**src/sv/bpde_pkg.sv**
```systemverilog
`timescale 1ns / 1ps
// ----------------------------------------------------------------------------
// bpde_pkg
// Types, codes and parity helpers shared by the EDAC and its checker.
// ----------------------------------------------------------------------------
package bpde_pkg;

	localparam int unsigned NUM_BYTES = 4;

	localparam logic KIND_ENCODE = 1'b0;
	localparam logic KIND_CHECK  = 1'b1;

	localparam logic [1:0] STATUS_CLEAN         = 2'd0;
	localparam logic [1:0] STATUS_CORRECTED     = 2'd1;
	localparam logic [1:0] STATUS_UNCORRECTABLE = 2'd2;

	typedef struct packed {
		logic        kind;
		logic [31:0] data_word;
		logic [31:0] copy_word;
		logic [7:0]  check_byte;
	} bpde_req_t;

	typedef struct packed {
		logic [1:0]  status;
		logic [31:0] data_out;
		logic [31:0] copy_out;
		logic [7:0]  check_out;
	} bpde_rsp_t;

	// Even parity of each byte, byte i in bit i.
	function automatic logic [3:0] byte_parities(input logic [31:0] w);
		logic [3:0] p;
		for (int i = 0; i < NUM_BYTES; i++) begin
			p[i] = ^w[8*i +: 8];
		end
		return p;
	endfunction

	// Check byte: the same four parities for the word and for its copy.
	function automatic logic [7:0] make_check(input logic [31:0] w);
		logic [3:0] p;
		p = byte_parities(w);
		return {p, p};
	endfunction

endpackage

```
**src/sv/byte_parity_duplication_edac.sv**
```systemverilog
`timescale 1ns / 1ps
// ----------------------------------------------------------------------------
// byte_parity_duplication_edac
// Encode and check/correct of a 32-bit word kept with a full duplicate and a
// byte-parity check byte.
// ----------------------------------------------------------------------------
// The block takes one request per clock when not stalled and returns exactly
// one response for each, in order, through the input register and then the
// result register. The whole decode sits in one stage of short logic (byte
// parity trees, byte compares and a byte-wise select), so a steady rate of
// one word per clock is held while the response side is not stalling. An
// encode request returns the word, a copy equal to it and a fresh check byte
// with status clean. A check request either passes the stored word through
// as clean, repairs every byte whose own parity is wrong from the duplicate
// and re-encodes the result (status corrected), or flags the word as
// uncorrectable and passes the stored fields through unchanged.
// ----------------------------------------------------------------------------
module byte_parity_duplication_edac (
	input  logic                 clk,
	input  logic                 arst_n,
	input  logic                 req_valid,
	output logic                 req_stall,
	input  bpde_pkg::bpde_req_t  req,
	output logic                 rsp_valid,
	input  logic                 rsp_stall,
	output bpde_pkg::bpde_rsp_t  rsp
);

	// Pipeline control. The result register moves whenever it is empty or
	// its response is taken; the input register moves whenever it is empty
	// or the result register moves. A new request is therefore taken while
	// a finished response still waits, as long as one stage is free.
	logic                valid_s1;
	logic                valid_s2;
	bpde_pkg::bpde_req_t req_s1;
	bpde_pkg::bpde_rsp_t rsp_s2;
	logic                adv_s2;
	logic                adv_s1;

	assign adv_s2    = !valid_s2 || !rsp_stall;
	assign adv_s1    = !valid_s1 || adv_s2;
	assign req_stall = !adv_s1;

	always_ff @(posedge clk or negedge arst_n) begin
		if (!arst_n) begin
			valid_s1 <= 1'b0;
			valid_s2 <= 1'b0;
		end else begin
			if (adv_s1) begin
				valid_s1 <= req_valid;
			end
			if (adv_s2) begin
				valid_s2 <= valid_s1;
			end
		end
	end

	// Payload registers load only on a transfer into their stage.
	always_ff @(posedge clk) begin
		if (adv_s1 && req_valid) begin
			req_s1 <= req;
		end
	end

	// Decode of the registered request.
	logic [3:0]          data_err;
	logic [3:0]          copy_err;
	logic [3:0]          differs;
	logic                uncorrectable;
	logic [31:0]         repaired;
	bpde_pkg::bpde_rsp_t result;

	always_comb begin
		data_err = bpde_pkg::byte_parities(req_s1.data_word) ^ req_s1.check_byte[3:0];
		copy_err = bpde_pkg::byte_parities(req_s1.copy_word) ^ req_s1.check_byte[7:4];
		for (int i = 0; i < bpde_pkg::NUM_BYTES; i++) begin
			differs[i]       = req_s1.data_word[8*i +: 8] != req_s1.copy_word[8*i +: 8];
			// A byte with bad data parity is taken from the duplicate.
			repaired[8*i +: 8] = data_err[i] ? req_s1.copy_word[8*i +: 8]
			                                 : req_s1.data_word[8*i +: 8];
		end
		// Both copies of a byte bad, or a difference that neither parity
		// explains, cannot be resolved.
		uncorrectable = (|(data_err & copy_err)) || (|(differs & ~(data_err | copy_err)));

		result.status    = bpde_pkg::STATUS_CLEAN;
		result.data_out  = req_s1.data_word;
		result.copy_out  = req_s1.copy_word;
		result.check_out = req_s1.check_byte;
		unique case (req_s1.kind)
			bpde_pkg::KIND_ENCODE: begin
				result.copy_out  = req_s1.data_word;
				result.check_out = bpde_pkg::make_check(req_s1.data_word);
			end
			bpde_pkg::KIND_CHECK: begin
				priority if (uncorrectable) begin
					result.status = bpde_pkg::STATUS_UNCORRECTABLE;
				end else if (|(data_err | copy_err)) begin
					result.status    = bpde_pkg::STATUS_CORRECTED;
					result.data_out  = repaired;
					result.copy_out  = repaired;
					result.check_out = bpde_pkg::make_check(repaired);
				end else begin
					result.status = bpde_pkg::STATUS_CLEAN;
				end
			end
			default: begin
				result.status = bpde_pkg::STATUS_CLEAN;
			end
		endcase
	end

	always_ff @(posedge clk) begin
		if (adv_s2 && valid_s1) begin
			rsp_s2 <= result;
		end
	end

	assign rsp_valid = valid_s2;
	assign rsp       = rsp_s2;

endmodule

```
**config.mk**
```make
export PLATFORM = sky130hd
export DESIGN_NAME = byte_parity_duplication_edac
export DESIGN_NICKNAME = d
export VERILOG_FILES = /design/src/sv/bpde_pkg.sv /design/src/sv/byte_parity_duplication_edac.sv
export SDC_FILE = /design/constraint.sdc
export NUM_CORES = 1
export LEC_CHECK = 0
export ABC_AREA = 1
export ABC_CLOCK_PERIOD_IN_PS = 5800
export BUFFER_PORTS_ARGS = -buffer_cell sky130_fd_sc_hd__buf_2
export CAP_MARGIN = 20
export CORE_MARGIN = 4
export CORE_UTILIZATION = 25
export CTS_CLUSTER_SIZE = 24
export DETAILED_ROUTE_END_ITERATION = 8
export PLACE_DENSITY = 0.48
export REMOVE_ABC_BUFFERS = 1
export SYNTH_ARGS = -nofsm -noshare
export SYNTH_HDL_FRONTEND = slang
export SYNTH_SLANG_ARGS = --single-unit
```
**constraint.sdc**
```tcl
create_clock -name clk -period 5.8 [get_ports clk]
set_input_delay 0.87 -clock clk [delete_from_list [all_inputs] [get_ports clk]]
set_output_delay 0.87 -clock clk [all_outputs]
set_load 0.03 [all_outputs]
```
* Word-level counts from Yosys, hierarchy flattened
Index checks and enable logic that the tools add are counted.
** Word-level totals
- Register bits :: 149
- Input port bits :: 77
- Output and inout bits :: 76
- Word-level logic and storage cells :: 57
** Operators by class
- Bitwise gates (word level) :: 7
- Equal/unequal tests :: 4
- Muxes and demuxes :: 10
- Reduce and logical (&&, ||, !) cells :: 25
** Operators with widths (count)
- 72-bit two-way mux :: 2
- 8-bit parity :: 12
- 40-bit one-hot mux with 2 select lines :: 1
- 32-bit two-way mux :: 1
- 8-bit two-way mux :: 4
- 8-bit != test :: 4
- 4-bit OR reduction :: 3
- 4-bit AND :: 2
- 4-bit XOR :: 2
- 1-bit logical NOT :: 4
- 4-bit NOT :: 1
- 4-bit OR :: 1
- 1-bit logical OR :: 3
- 1-bit logical AND :: 2
- 2-bit two-way mux :: 1
- 2-bit OR reduction :: 1
- 1-bit two-way mux :: 1
- 1-bit NOT :: 1

* Logic depth before layout (Yosys ltp)
Gate-level depths: netlist of run 1.
- Word-level depth :: 9
- Depth in mapped cells :: 20
- Gate-level depth less buffers :: 19

* Worst setup path after synthesis of run 1
No wires, ideal clock.
- Path kind :: input to register
- Start point :: in rsp_stall
- End point :: reg rsp_s2 (netlist bit rsp[0]), enable pin
- Setup time :: 0.530 ns
- Cell stages on the path :: 1
- Required time :: 5.270 ns
- Path slack :: 0.792 ns
- Arrival time :: 4.478 ns
- Buffers on the path :: 0
- Path through :: a21oi_1
** On the way
- Word-level cells in the longest chain between the ends :: 3
** Ends and longest elaborated chain
- start, declared :: line byte_parity_duplication_edac.sv:25 : input logic rsp_stall,
- 1-bit logical NOT :: line byte_parity_duplication_edac.sv:40 : assign adv_s2 = !valid_s2 || !rsp_stall;
- 1-bit logical OR :: line byte_parity_duplication_edac.sv:40
- 1-bit logical AND :: line byte_parity_duplication_edac.sv:114 : if (adv_s2 && valid_s1) begin
- end signal, assigned :: line byte_parity_duplication_edac.sv:115 : rsp_s2 <= result;
- end, declared :: line byte_parity_duplication_edac.sv:36 : bpde_pkg::bpde_rsp_t rsp_s2;
No other way between the ends.
A chain may end at the register's enable or synchronous reset.

==> flow_metrics.env, run 1 <==
export IMPL_clk_pin_slew_ns=0.06
export IMPL_period_minus_slack_ns=3.56
export IMPL_io_pins=153
export IMPL_ir_worst_vdd_mv=0.210
export IMPL_final_area_sq_um=10600
export IMPL_drt_wl_total_mm=25.0
export IMPL_path_max_fanout=41
export IMPL_tightest_slew_ns=0.852
export IMPL_grt_max_degree=70
export IMPL_outcome="finished, final reports clean"
export IMPL_p_per_area_nw_per_um2=347
export IMPL_cap_violations=0
export IMPL_r2r_start="req_s1[42]$_DFFE_PP_"
export IMPL_area_growth_pct=21.5
export IMPL_finalNetCount=1343
export IMPL_synth_simple_area_share_pct=35.8
export IMPL_fin_worst_skew_ns=0.0124
export IMPL_place_hpwl_mm=17.6
export IMPL_h_tree_depth=4
export IMPL_post_drt_via_cell_ratio=4.33
export IMPL_die_area_sq_um=37800
export IMPL_routabilityCongestion=0.798
export IMPL_relSlewSlack_pct=43.2
export IMPL_synthTopCellsByArea="edfxtp_1 51%, nand2_1 27%, nand3_1 4.2%"
export IMPL_synthFlopType="edfxtp_1"
export IMPL_globalRouteOverflowTotal=0
export IMPL_drtPass1Iterations=5
export IMPL_die_h_um=194
export IMPL_start_util_pct=25.6
export IMPL_worstSetupEndpointType="flip-flop"
export IMPL_die_w_um=194
export IMPL_grt_pass1_vias=7423
export IMPL_cp_common_cell="nand2_1"
export IMPL_critical_path_class="flip-flop to flip-flop"
export IMPL_timing_critical_path_from="req_s1[42]$_DFFE_PP_"
export IMPL_instances_no_fill=1727
export IMPL_crit_required_ns=6.07
export IMPL_ctsHoldBuffers=0
export IMPL_worstPathCellList="inv_1 -> nand2_1 -> nand2_1 -> nand2_1 -> nand2_1 -> nand2_1 -> nand2_1 -> nand2_1 -> nand2_1 -> o21ai_1 -> nor2_2 -> nand3_4 -> nor2_8 -> buf_12 -> nand2_1 -> o21ai_0"
export IMPL_yosysTopAreaCellShare_pct=50.8
export IMPL_num_rows=67
export IMPL_power_leakage_nw=5.14
export IMPL_cpMaxStageDelayCell="nand2_1"
export IMPL_setup_viol=0
export IMPL_clk_latency_ns=0.45
export IMPL_clockBufferDepth=2
export IMPL_synth_top_family_by_area="simple AND/OR/NAND/NOR gates"
export IMPL_hold_slack_ns=0.197
export IMPL_vias=7473
export IMPL_place_inst=1694
export IMPL_yosysWarningCount=0
export IMPL_core_sq_um=33900
export IMPL_io_buffers=152
export IMPL_initialDrtViolationCount=510
export IMPL_drt_antenna_violating_nets=0
export IMPL_synth_largest_area_cell="edfxtp_1"
export IMPL_syn_inst=1115
export IMPL_antenna_found_initial=0
export IMPL_avgSynthCellArea_sq_um=7.79
export IMPL_drive_above_1_share_pct=18.2
export IMPL_start_kind="flip-flop"
export IMPL_drc=0
export IMPL_cts_tree="built"
export IMPL_netlist_area_sq_um=8680
export IMPL_hold_viol_final=0
export IMPL_cts_made_buffers=17
export IMPL_ys_ff_latch=149
export IMPL_grt_total_usage_pct=13.4
export IMPL_setup_tns_ns=0
export IMPL_post_cts_resized=0
export IMPL_synthMuxAreaShare_pct=0
export IMPL_min_path_type="primary input to async pin"
export IMPL_n_antenna_cell=0
export IMPL_yosys_area_share_adder_pct=0
export IMPL_cts_sinks=149
export IMPL_report_final_slew_viol_count=0
export IMPL_setup_ws_ns=2.24
export IMPL_synth_async_reset_ratio_pct=1.34
export IMPL_fmax_mhz=281
export IMPL_wl_per_cell_um=14.5
export IMPL_grt_first_pass_wirelength_mm=40.0
export IMPL_synth_cell_types=31
export IMPL_root_buffer="clkbuf_16"
export IMPL_post_route_period_util_pct=61.5
export IMPL_rsz0062_at_grt="no"
export IMPL_synthXorXnorAreaFrac_pct=2.42
export IMPL_synth_compound_area_share_pct=3.93
export IMPL_postCtsSetupBuffers=0
export IMPL_dpl_cell_area_sq_um=9880
export IMPL_synth_edf_count=147
export IMPL_crit_arrival_ns=3.84
export IMPL_yosysSeqAreaShare_pct=51.4
export IMPL_cp_slowest_stage_delay_ns=0.53
export IMPL_dp_slack_ns=1.86
-- through the flow --
stage / util (%) / power [mW]
floorplan: - / 2.13
global placement: 29.2 / 2.43
detailed placement: 29.2 / 2.43
CTS: 31.1 / 3.72
global route: 31.2 / 3.90
finish: 31.2 / 3.66
-- synth_stat cells, types with 2 or more instances --
cell / n
edfxtp_1: 147
nand2_2: 11
nand2_1: 616
buf_2: 10
nand4_1: 9
nand3_2: 5
xnor2_1: 9
xor2_1: 15
nor2_1: 21
o21ai_1: 5
a21o_1: 2
buf_4: 3
inv_2: 11
dfrtp_1: 2
o21ai_2: 7
nand3_1: 73
nand2_4: 4
buf_6: 3
nand3b_1: 7
o21ai_0: 31
o21bai_1: 2
inv_1: 92
nand3_4: 2
nor3_1: 2
a21oi_1: 14
clkbuf_1: 7
-- power by group --
group          switching, mW  total, mW  leakage [nW]  internal, mW
Clock                  0.496       1.27         0.321         0.770
Combinational          0.683      0.963          3.38         0.279
Sequential            0.0881       1.43          1.44          1.35
Total                   1.27       3.66          5.14          2.40
-- state kept, by name, summed over array words and instances (netlist names) --
| register | cells |
|---|---|
| rsp_valid | 1 |
| req_s1 | 73 |
| rsp | 74 |
| valid_s1 | 1 |
-- kinds of logic after synthesis --
family,after synthesis
simple gates,753
flops,149
buf+inv,128
compound gates,61
xor+xnor,24
-- layer usage --
metal  up-vias  GRT usage (%)  part of all wire, %
met2       151           22.0                   46
met1      3420           17.7                   48
met3        31           3.10                  4.3
met5         -              0                    0
li1       3871              -                    -
met4         0           4.30                  1.7
-- path summary, 6_finish.rpt --
kind | to | cells past startpoint | slack (ns)
worst min register to register | rsp_valid$_DFFE_PN0P_ | 2 | 0.50
worst min-delay path | valid_s1$_DFFE_PN0N_ | 1 | 0.20
worst max-delay path | rsp[49]$_DFFE_PP_ | 16 | 2.24
max in group asynchronous | rsp_valid$_DFFE_PN0P_ | 1 | 5.51
min in group clk | rsp_valid$_DFFE_PN0P_ | 2 | 0.50
worst max register to register | rsp[49]$_DFFE_PP_ | 16 | 2.24
-- layout make-up --
type / instances / area, sq um
inverter: 103 / 387
timing repair buffer: 157 / 811
tap: 448 / 561
multi-input combinational: 838 / 3670
clock buffer: 18 / 429
clock inverter: 14 / 224
fill: 3635 / 23300
sequential: 149 / 4460
-- layout by cell type, fill, tap and decap left out, drive strengths merged --
cell type | Yosys | final
a21o | 2 | 2
a21oi | 14 | 14
buf | 18 | 157
bufinv | 0 | 5
clkbuf | 7 | 18
clkinv | 0 | 6
dfrtp | 2 | 2
edfxtp | 147 | 147
inv | 103 | 106
nand2 | 631 | 631
nand3 | 80 | 80
nand3b | 7 | 7
nand4 | 9 | 9
nor2 | 24 | 24
nor3 | 2 | 2
o21ai | 43 | 43
o21bai | 2 | 2
xnor2 | 9 | 9
xor2 | 15 | 15
-- critical path, delay by kind of cell, from the launching register on --
family	cells	cell delay, ns
DFF	1	0.51
and+or+nand+nor	12	2.08
buffers and inverters	2	0.44
AOI/OAI and AO/OA	2	0.33
Note: power is estimated with default switching activity, not from simulation.
==> inputs of run 2 (changes only) <==
- ABC_CLOCK_PERIOD_IN_PS: 5800 -> 3660
- clock period: 5.8 -> 3.66 ns (I/O delays scaled with it)
==> run 2 against run 1 <==
Effect of this change: clock skew down 0.0022 ns; clock-buffer cell count down 1; largest cell class unchanged; combinational power grew 62%; die area stayed put; largest power group unchanged.
==> flow_metrics.env, run 2 (synthesis results as in run 1) <==
export IMPL_initialDrtViolationCount=471
export IMPL_cap_violations=0
export IMPL_root_buffer="clkbuf_16"
export IMPL_worstSetupEndpointType="flip-flop"
export IMPL_setup_viol=0
export IMPL_post_route_period_util_pct=84.0
export IMPL_area_growth_pct=21.8
export IMPL_start_kind="flip-flop"
export IMPL_cp_common_cell="nand2_1"
export IMPL_reg2reg_depth=16
export IMPL_clk_latency_ns=0.44
export IMPL_outcome="finished, final reports clean"
export IMPL_cp_top_family="simple AND/OR/NAND/NOR gates"
export IMPL_drtPass1Iterations=6
export IMPL_largest_register_ff_count=74
export IMPL_tightest_slew_ns=0.787
export IMPL_n_antenna_cell=0
export IMPL_hold_viol_final=0
export IMPL_relSlewSlack_pct=47.6
export IMPL_cts_made_buffers=17
export IMPL_grt_max_degree=44
export IMPL_clk_pin_slew_ns=0.07
export IMPL_final_area_sq_um=10600
export IMPL_dpl_cell_area_sq_um=9960
export IMPL_place_hpwl_mm=17.7
export IMPL_ir_worst_vdd_mv=0.305
export IMPL_crit_required_ns=3.96
export IMPL_io_buffers=152
export IMPL_antenna_found_initial=0
export IMPL_cp_depth=16
export IMPL_worstPathCellList="inv_1 -> nand2_1 -> nand2_1 -> nand2_1 -> nand2_1 -> nand2_2 -> nand3_1 -> nand2_2 -> nand3_1 -> o21ai_1 -> nor2_2 -> nand3_4 -> nor2_8 -> buf_4 -> nand2_1 -> nand3_1"
export IMPL_power_total_mw=5.70
export IMPL_core_sq_um=33900
export IMPL_period_minus_slack_ns=3.07
export IMPL_routabilityCongestion=0.837
export IMPL_postCtsSetupBuffers=0
export IMPL_finalNetCount=1349
export IMPL_dp_slack_ns=0.582
export IMPL_path_max_fanout=34
export IMPL_ctsHoldBuffers=1
export IMPL_die_area_sq_um=37800
export IMPL_grt_pass1_vias=7308
export IMPL_io_pins=153
export IMPL_grt_first_pass_wirelength_mm=39.5
export IMPL_vias=7540
export IMPL_die_h_um=194
export IMPL_final_cell_mix="616 x nand2_1, 152 x buf_2, 147 x edfxtp_1"
export IMPL_cp_slowest_stage_delay_ns=0.48
export IMPL_final_util_pct=31.2
export IMPL_hold_depth=1
export IMPL_fin_worst_skew_ns=0.0102
export IMPL_clockBufferDepth=2
export IMPL_p_per_area_nw_per_um2=539
export IMPL_crit_arrival_ns=3.37
export IMPL_cts_tree="built"
export IMPL_cp_num_buf_inv=2
export IMPL_post_drt_via_cell_ratio=4.35
export IMPL_cpMaxStageDelayCell="edfxtp_1"
export IMPL_setup_tns_ns=0
export IMPL_reg2reg_setup_slack_ns=0.59
export IMPL_rsz0062_at_grt="no"
export IMPL_fmax_mhz=325
export IMPL_drt_wl_total_mm=24.8
export IMPL_drc=0
export IMPL_start_util_pct=25.6
export IMPL_min_path_type="primary input to flip-flop"
export IMPL_h_tree_depth=4
export IMPL_wl_per_cell_um=14.3
export IMPL_post_cts_resized=0
export IMPL_die_w_um=194
export IMPL_final_common_cell="nand2_1"
export IMPL_drive_above_1_share_pct=18.5
export IMPL_globalRouteOverflowTotal=0
export IMPL_critical_path_class="flip-flop to flip-flop"
export IMPL_num_rows=67
export IMPL_report_final_slew_viol_count=0
export IMPL_drt_antenna_violating_nets=0
export IMPL_power_leakage_nw=5.15
export IMPL_grt_total_usage_pct=13.2
export IMPL_setup_ws_ns=0.587
export IMPL_cts_sinks=149
-- run 2: metal layers --
layer	global-route usage (%)	vias up	share of wire (%)
met5	0	-	0
met4	3.78	0	1.3
met3	2.68	25	3.9
met2	21.4	177	46
met1	17.8	3464	49
li1	-	3874	-
-- run 2: area by class of cell --
type / count / area (sq um)
clock buffers: 17 / 425
clock inverters: 14 / 184
fillers: 3632 / 23300
inverters: 103 / 387
multi-input cells: 838 / 3670
flip-flops and latches: 149 / 4460
well taps: 448 / 561
repair buffers: 163 / 883
-- run 2: worst register-to-register path, cell delays in order (launching register included) --
cell and delay (ns):
edfxtp_1 0.48, inv_1 0.16, nand2_1 0.07, nand2_1 0.09, nand2_1 0.05, nand2_1 0.10, nand2_2 0.09, nand3_1 0.18
nand2_2 0.22, nand3_1 0.15, o21ai_1 0.13, nor2_2 0.19, nand3_4 0.21, nor2_8 0.16, buf_4 0.37, nand2_1 0.16
nand3_1 0.12
-- run 2: power by group --
group	internal, mW	total, mW	switching (mW)
logic	0.463	1.56	1.09
clock network	1.13	1.88	0.746
registers	2.13	2.26	0.131
-- run 2: stage by stage --
stage / hold WS [ns] / std cells
floorplan: 0.253 / 1090
global placement: 0.338 / 1700
detailed placement: 0.341 / 1700
CTS: 0.249 / 1732
global route: 0.254 / 1732
finish: 0.279 / 1732
-- run 2: final timing paths --
check                                startpoint                     to
setup / recovery           req_s1[52]$_DFFE_PP_       rsp[8]$_DFFE_PP_
hold / removal                          req[38]   req_s1[38]$_DFFE_PP_
setup reg to reg           req_s1[52]$_DFFE_PP_       rsp[8]$_DFFE_PP_
hold reg to reg            valid_s1$_DFFE_PN0N_  rsp_valid$_DFFE_PN0P_
max in group asynchronous                arst_n  rsp_valid$_DFFE_PN0P_
min in group asynchronous                arst_n   valid_s1$_DFFE_PN0N_
